<file path="src/hdl/gics_pkg.sv">
// Shared types and constants for the grouped inverse-CDF sampler.
`timescale 1ns / 1ps
package gics_pkg;
  localparam int MAX_POINTS = 1024;
  localparam int GROUPS = 3;
  localparam int IDX_W = $clog2(MAX_POINTS);
  localparam int GRP_W = 2;
  localparam int ADDR_W = $clog2(GROUPS * MAX_POINTS);
  localparam int CNT_W = 11;
  localparam int CDF_W = 25;
  localparam int EN_W = 20;
  localparam int DRAW_W = 24;
  localparam int CFG_IDX_W = 3;
  localparam int CFG_W = 25;
  localparam int QUEUE_DEPTH = 2;

  localparam logic CMD_LOAD = 1'b0;
  localparam logic CMD_SAMPLE = 1'b1;

  localparam logic [CFG_IDX_W-1:0] REG_THR0 = 3'd0;
  localparam logic [CFG_IDX_W-1:0] REG_THR1 = 3'd1;
  localparam logic [CFG_IDX_W-1:0] REG_N0 = 3'd2;
  localparam logic [CFG_IDX_W-1:0] REG_N1 = 3'd3;
  localparam logic [CFG_IDX_W-1:0] REG_N2 = 3'd4;

  typedef struct packed {
    logic command;
    logic [1:0] table_group;
    logic [9:0] point_index;
    logic [24:0] cdf_point;
    logic [19:0] energy_point;
    logic [23:0] group_draw;
    logic [23:0] energy_draw;
  } in_beat_t;

  typedef struct packed {
    logic [19:0] sampled_energy;
    logic [1:0] chosen_group;
    logic flat_interval;
  } out_beat_t;

  // classified job passed from front to back
  typedef struct packed {
    logic is_load;
    logic [GRP_W-1:0] grp;
    logic [IDX_W-1:0] idx;
    logic [IDX_W:0] n;
    logic [CDF_W-1:0] cdf;
    logic [EN_W-1:0] energy;
    logic [DRAW_W-1:0] draw;
  } job_t;
endpackage

</file>
<file path="src/hdl/gics_front.sv">
// Front end: accepts beats, picks the group, clamps the count, queues jobs.
`timescale 1ns / 1ps
module gics_front (
  input  logic clk,
  input  logic rst_n,
  input  logic cfg_we,
  input  logic [gics_pkg::CFG_IDX_W-1:0] cfg_index,
  input  logic [gics_pkg::CFG_W-1:0] cfg_data,
  input  logic in_valid,
  output logic in_stall,
  input  gics_pkg::in_beat_t in_data,
  output logic job_valid,
  input  logic job_take,
  output gics_pkg::job_t job
);
  logic [24:0] thr0_r, thr1_r;
  logic [10:0] n0_r, n1_r, n2_r;
  gics_pkg::job_t q_r [gics_pkg::QUEUE_DEPTH];
  logic [1:0] cnt_r;
  logic wp_r, rp_r;
  logic acc;
  gics_pkg::job_t jn;
  logic [10:0] nraw;

  always_ff @(posedge clk) begin
    if (!rst_n) begin
      thr0_r <= 25'd4529848;
      thr1_r <= 25'd15049114;
      n0_r <= 11'd1024;
      n1_r <= 11'd1024;
      n2_r <= 11'd1024;
    end else if (cfg_we) begin
      case (cfg_index)
        gics_pkg::REG_THR0: thr0_r <= cfg_data;
        gics_pkg::REG_THR1: thr1_r <= cfg_data;
        gics_pkg::REG_N0: n0_r <= cfg_data[10:0];
        gics_pkg::REG_N1: n1_r <= cfg_data[10:0];
        gics_pkg::REG_N2: n2_r <= cfg_data[10:0];
        default: ;
      endcase
    end
  end

  always_comb begin
    jn = '0;
    jn.is_load = (in_data.command == gics_pkg::CMD_LOAD);
    jn.idx = in_data.point_index;
    jn.cdf = in_data.cdf_point;
    jn.energy = in_data.energy_point;
    jn.draw = in_data.energy_draw;
    if (jn.is_load) begin
      jn.grp = in_data.table_group;
    end else if ({1'b0, in_data.group_draw} < thr0_r) begin
      jn.grp = 2'd0;
    end else if ({1'b0, in_data.group_draw} < thr1_r) begin
      jn.grp = 2'd1;
    end else begin
      jn.grp = 2'd2;
    end
    case (jn.grp)
      2'd0: nraw = n0_r;
      2'd1: nraw = n1_r;
      default: nraw = n2_r;
    endcase
    if (nraw < 11'd2) jn.n = 11'd2;
    else if (nraw > 11'(gics_pkg::MAX_POINTS)) jn.n = 11'(gics_pkg::MAX_POINTS);
    else jn.n = nraw;
  end

  assign in_stall = (cnt_r == 2'(gics_pkg::QUEUE_DEPTH));
  assign acc = in_valid && !in_stall;
  assign job_valid = (cnt_r != 2'd0);
  assign job = q_r[rp_r];

  always_ff @(posedge clk) begin
    if (acc) q_r[wp_r] <= jn;
  end

  always_ff @(posedge clk) begin
    if (!rst_n) begin
      cnt_r <= '0;
      wp_r <= 1'b0;
      rp_r <= 1'b0;
    end else begin
      if (acc) wp_r <= ~wp_r;
      if (job_take) rp_r <= ~rp_r;
      cnt_r <= cnt_r + 2'(acc) - 2'(job_take);
    end
  end

`ifndef ASSERT_OFF
  a_no_over: assert property (@(posedge clk) disable iff (!rst_n)
    cnt_r <= 2'(gics_pkg::QUEUE_DEPTH)) else $error("queue overflow");
  a_take_valid: assert property (@(posedge clk) disable iff (!rst_n)
    job_take |-> job_valid) else $error("take from empty queue");
  a_full_stall: assert property (@(posedge clk) disable iff (!rst_n)
    (cnt_r == 2'(gics_pkg::QUEUE_DEPTH) && !job_take) |=> in_stall)
    else $error("full queue not stalling");
`endif
endmodule

</file>
<file path="config.mk">
export PLATFORM = sky130hd
export DESIGN_NAME = gics_front
export DESIGN_NICKNAME = d
export VERILOG_FILES = /design/src/hdl/gics_pkg.sv /design/src/hdl/gics_front.sv
export SDC_FILE = /design/constraint.sdc
export NUM_CORES = 1
export LEC_CHECK = 0
export ABC_AREA = 1
export BUFFER_PORTS_ARGS = -buffer_cell sky130_fd_sc_hd__buf_2
export CORE_ASPECT_RATIO = 0.5
export CORE_UTILIZATION = 35
export DETAILED_ROUTE_END_ITERATION = 7
export HOLD_SLACK_MARGIN = 0.08
export SYNTH_ARGS = -nofsm -noshare
export SYNTH_HDL_FRONTEND = slang
export SYNTH_SLANG_ARGS = --single-unit
</file>
<file path="constraint.sdc">
create_clock -name clk -period 10.29 [get_ports clk]
set_input_delay 0.5145 -clock clk [delete_from_list [all_inputs] [get_ports clk]]
set_output_delay 0.5145 -clock clk [all_outputs]
set_load 0.01 [all_outputs]
</file>
### After elaboration in Yosys (flattened, before gate mapping)

Memories as Yosys holds them, arrays and structs flattened. A register that Yosys moved wholly into a read port is not among the register bits.
Index checks and enable logic that the tools add are counted.

* $add $sub $neg: 2
* magnitude comparators: 4
* equal/unequal tests: 6
* mux-type cells: 10
* bitwise logic cells: 3
* reductions and logical operators: 10

Operators with widths (number)
* less-than comparator 24 x 25 -> 1 bit: 2
* 2-to-1 mux 11 bit: 2
* case mux 11 bit (2 select lines): 1
* > comparator 11 bit, second input constant: 1
* less-than comparator 11 x 2 -> 1 bit, second input constant: 1
* AND reduction 2 bit: 5
* equality test 3 x 2 -> 1 bit, second input constant: 2
* 2-to-1 mux 2 bit: 3
* 2-to-1 mux 1 bit: 4
* equality test 3 x 1 -> 1 bit, second input constant: 1
* equality test 3 bit, second input constant: 1
* zero test 3 bit: 1
* NOT 1 bit: 3
* adder 2 x 1 -> 2 bit: 1
* equality test 2 x 1 -> 1 bit, second input constant: 1
* equality test 2 bit, second input constant: 1
* zero test 2 bit: 1
* nonzero test 2 bit: 1
* subtractor 2 x 1 -> 2 bit: 1
* logical AND 1 bit: 1
* zero test 1 bit: 1

* bits in registers: 87
* bits in writable memories: 186
* output and inout port bits: 95
* memories kept: 1

Memory list
* q_r: words 2, bits a word 93, rd ports 1, clocked after Yosys merged registers in 1, wr ports 1, line gics_front.sv:18 `gics_pkg::job_t q_r [gics_pkg::QUEUE_DEPTH];`

### Longest topological paths before layout

* depth after elaboration: 9
* mapped depth: 24
* depth with buffers taken out: 23

### Least setup slack after synthesis

OpenSTA, ideal clock, no wires.

* kind: in2reg
* start: input port in_valid
* end: memory q_r[0][0] (netlist bit), enable pin
* data arrival time: 4.587 ns
* required time: 9.744 ns
* slack: 5.157 ns
* stages on the path: 2
* path buffers: 0
* cell sequence: o21ai_0 nor2_1

* longest elaborated chain between the ends: 3

RTL lines
* from (decl): line gics_front.sv:9 `input logic in_valid,`
* logical AND 1 bit: line gics_front.sv:71 `assign acc = in_valid && !in_stall;`
* 2-to-1 mux 1 bit: line gics_front.sv:76 `if (acc) q_r[wp_r] <= jn;`
* 2-to-1 mux 1 bit (not written as such): line gics_front.sv:76
* to (decl): line gics_front.sv:18

Every way passes these cells.

==> impl_metrics.yaml <==
outcome:
  status: "finished, final reports clean"
global_routing:
  grt_pass1_vias: 7604
  grt_start_max_net_pins: 88
  use_met1: 0.1792
  grt_busiest_layer: "met2"
  antenna_found_initial: 2
  grt_use_met2: 0.2756
  grt_pass1_wl_mm: 39.77
  grt_overflow: 0
  track_usage: 0.1495
  use_met3: 0.02720
critical_path:
  cpPeakStageDelay_ns: 0.71
  crit_fanout: 53
  cp.required_ns: 9.78
  endpoint_kind: "output port"
  regToRegSetupSlack_ns: 7.44
  cp_slowest_cell: "dfxtp_4"
  crit_type: "reg -> out"
  critPathArrivalTime_ns: 2.54
  start_kind: "register"
  cp_cell_sequence: "buf_4 -> mux2_2 -> buf_2"
pwr:
  p_sw_uw: 638.7
  leakagePower_uw: 0.005774
  clkPwrFrac: 0.364
  intPower_uw: 1953
  pwr-share-comb: 0.134
  powerDensity_nw_per_um2: 186.0
  pwr-share-seq: 0.501
  switching_share: 0.2464
  ir_drop_uv: 102.6
synthesis:
  synth_seq_cells: 274
  yosysSeqAreaShare: 0.6420
  synth_nets: 1139
  yosysUniqueCellTypes: 32
  avgSynthCellArea_um2: 12.02
  synthCells: 952
  yosysTopAreaCellShare: 0.4880
  synthArstFlopShare: 0
  synthTopCellsByArea: "edfxtp_1 49%, dfxtp_1 15%, mux2_2 9.2%, ha_1 5.2%, nand2_1 4.2%"
  synth_warnings: 0
  synth_ff_type: "edfxtp_1"
  synth_edf_count: 186
  yosysTopAreaCell: "edfxtp_1"
  syn_area_um2: 11440
clock_network:
  cts.repair.resized: 0
  worstSkewPairLatency_ns: 0.54
  tritoncts: "built"
  clk_pin_slew_ns: 0.06
  cts_made_buffers: 26
  clock_path_buffers: 3
  clock_sinks: 274
  cts_hold_buffers: 0
  root_buffer: "clkbuf_16"
  cts_setup_buffers: 0
  htree_levels: 1
floorplan:
  rows: 46
  ios: 234
  die_y_um: 129.9
  fp.coreArea_um2: 31940
  die-area_um2: 33470
  die_w_um: 257.7
  initial_core_util: 0.3583
drt:
  finalWirelength_mm: 25.81
  drtPass1Iterations: 5
  antenna_left: 0
  drc: 0
  num_vias: 7560
  viasPerCell: 4.601
  drtIter0Drc: 345
  wl_per_cell_um: 15.71
sta:
  setup_ws_ns: 7.240
  setup_violations: 0
  worst_pin_slew_ns: 0.9204
  tns_ns: 0
  layout_worst_path_cycle_share: 0.2964
  hold_viol: 0
  whs_ns: 0.1591
  max_slew_margin: 0.3799
  period_minus_slack_ns: 3.050
  rsz0062_at_grt: "false"
  fmax_ghz: 0.3279
  drv_slew: 0
  final.setup_skew_ns: 0.01640
final_layout:
  final_cell_mix: "233 x buf_2, 186 x edfxtp_1, 127 x nand2_1, 96 x inv_1, 93 x mux2_2"
  regArea_um2: 7351
  final_nets: 1376
  fillers: 3044
  drive_above_1_share: 0.3317
  area_delta_synth_final_pct: 21.78
  layout_commonest_cell: "buf_2"
  multi_input_area_um2: 3583
place:
  gp_congestion: 0.8140
  port_buffers: 233
  hpwl_mm: 18.09
  dp_slack_ns: 7.109
flow_run:
  max-cap-violations: 0
min_path:
  hold_path_class: "in -> reg"
-- stage by stage --
step / total power, µW / utilization / std cells / instance area (µm²)
floorplan: 1536 / - / 952 / 11440
global placement: 1665 / 0.4099 / 1593 / 13100
detailed placement: 1679 / 0.4099 / 1593 / 13100
CTS: 2634 / 0.4362 / 1641 / 13930
global route: 2707 / 0.4363 / 1643 / 13940
finish: 2592 / 0.4363 / 1643 / 13940
-- metal layers --
layer,up-vias,share of wire
met1,3619,0.42
met5,-,0
met4,0,0.025
li1,3781,-
met2,118,0.52
met3,42,0.035
-- worst max-delay path: cells and delay by family (launching register included) --
| family | cells | cell delay, ns |
|---|---|---|
| buf+inv | 2 | 0.80 |
| flops | 1 | 0.71 |
| mux | 1 | 0.42 |
-- final timing paths --
path,startpoint,endpoint,cells after the start
setup / recovery,register,job[56],3
hold / removal,in_data[4],q_r[1][4],1
setup reg to reg,thr0_r[22],q_r[1][69],15
hold reg to reg,thr1_r[20],thr1_r[20],2
-- synthesized netlist by cell type, types with 2 or more instances --
cell type and count:
nand2_2 2, a21oi_1 62, nor2_4 2, inv_1 96
edfxtp_1 186, o21ai_0 63, inv_2 7, nand4_1 3
nor2_1 71, nand2_4 3, nand3b_1 2, dfxtp_1 88
clkinv_1 2, nand2_1 127, clkbuf_1 30, nor2_2 5
a21o_1 4, nand3_2 4, o211ai_1 23, nand3_1 19
ha_1 48, mux2_2 93, or2_0 2, buf_6 2
-- sequential cells by signal, summed over array words and instances, names as in the netlist, named ones only --
register,count
n1_r,11
thr0_r,25
cnt_r,2
rp_r,1
n0_r,11
q_r,186
thr1_r,25
wp_r,1
n2_r,11
-- power groups by stage --
stage	clock network, µW	registers, µW	logic [µW]
after floorplan	0	1320	215
after global placement	0	1320	346
after detailed placement	0	1320	354
after CTS	977	1300	356
after global routing	1020	1310	384
final	944	1300	348
-- cell type report --
| cell class | instances | share of cell area |
|---|---|---|
| antenna | 2 | 0.0003591 |
| clock buffer | 35 | 0.05081 |
| clock inverter | 13 | 0.009247 |
| inverter | 105 | 0.02828 |
| multi-input combinational | 541 | 0.2571 |
| sequential | 274 | 0.5274 |
| tap | 432 | 0.03878 |
| timing repair buffer | 241 | 0.08798 |
-- kinds of logic after synthesis --
| kind of cell | share of synthesized area |
|---|---|
| flops | 0.6420 |
| simple gates | 0.09260 |
| compound gates | 0.07369 |
| buf+inv | 0.04625 |
| mux | 0.09151 |
| fa+ha+maj | 0.05248 |
| xor+xnor | 0.001531 |
(Power assumes the default switching activity.)
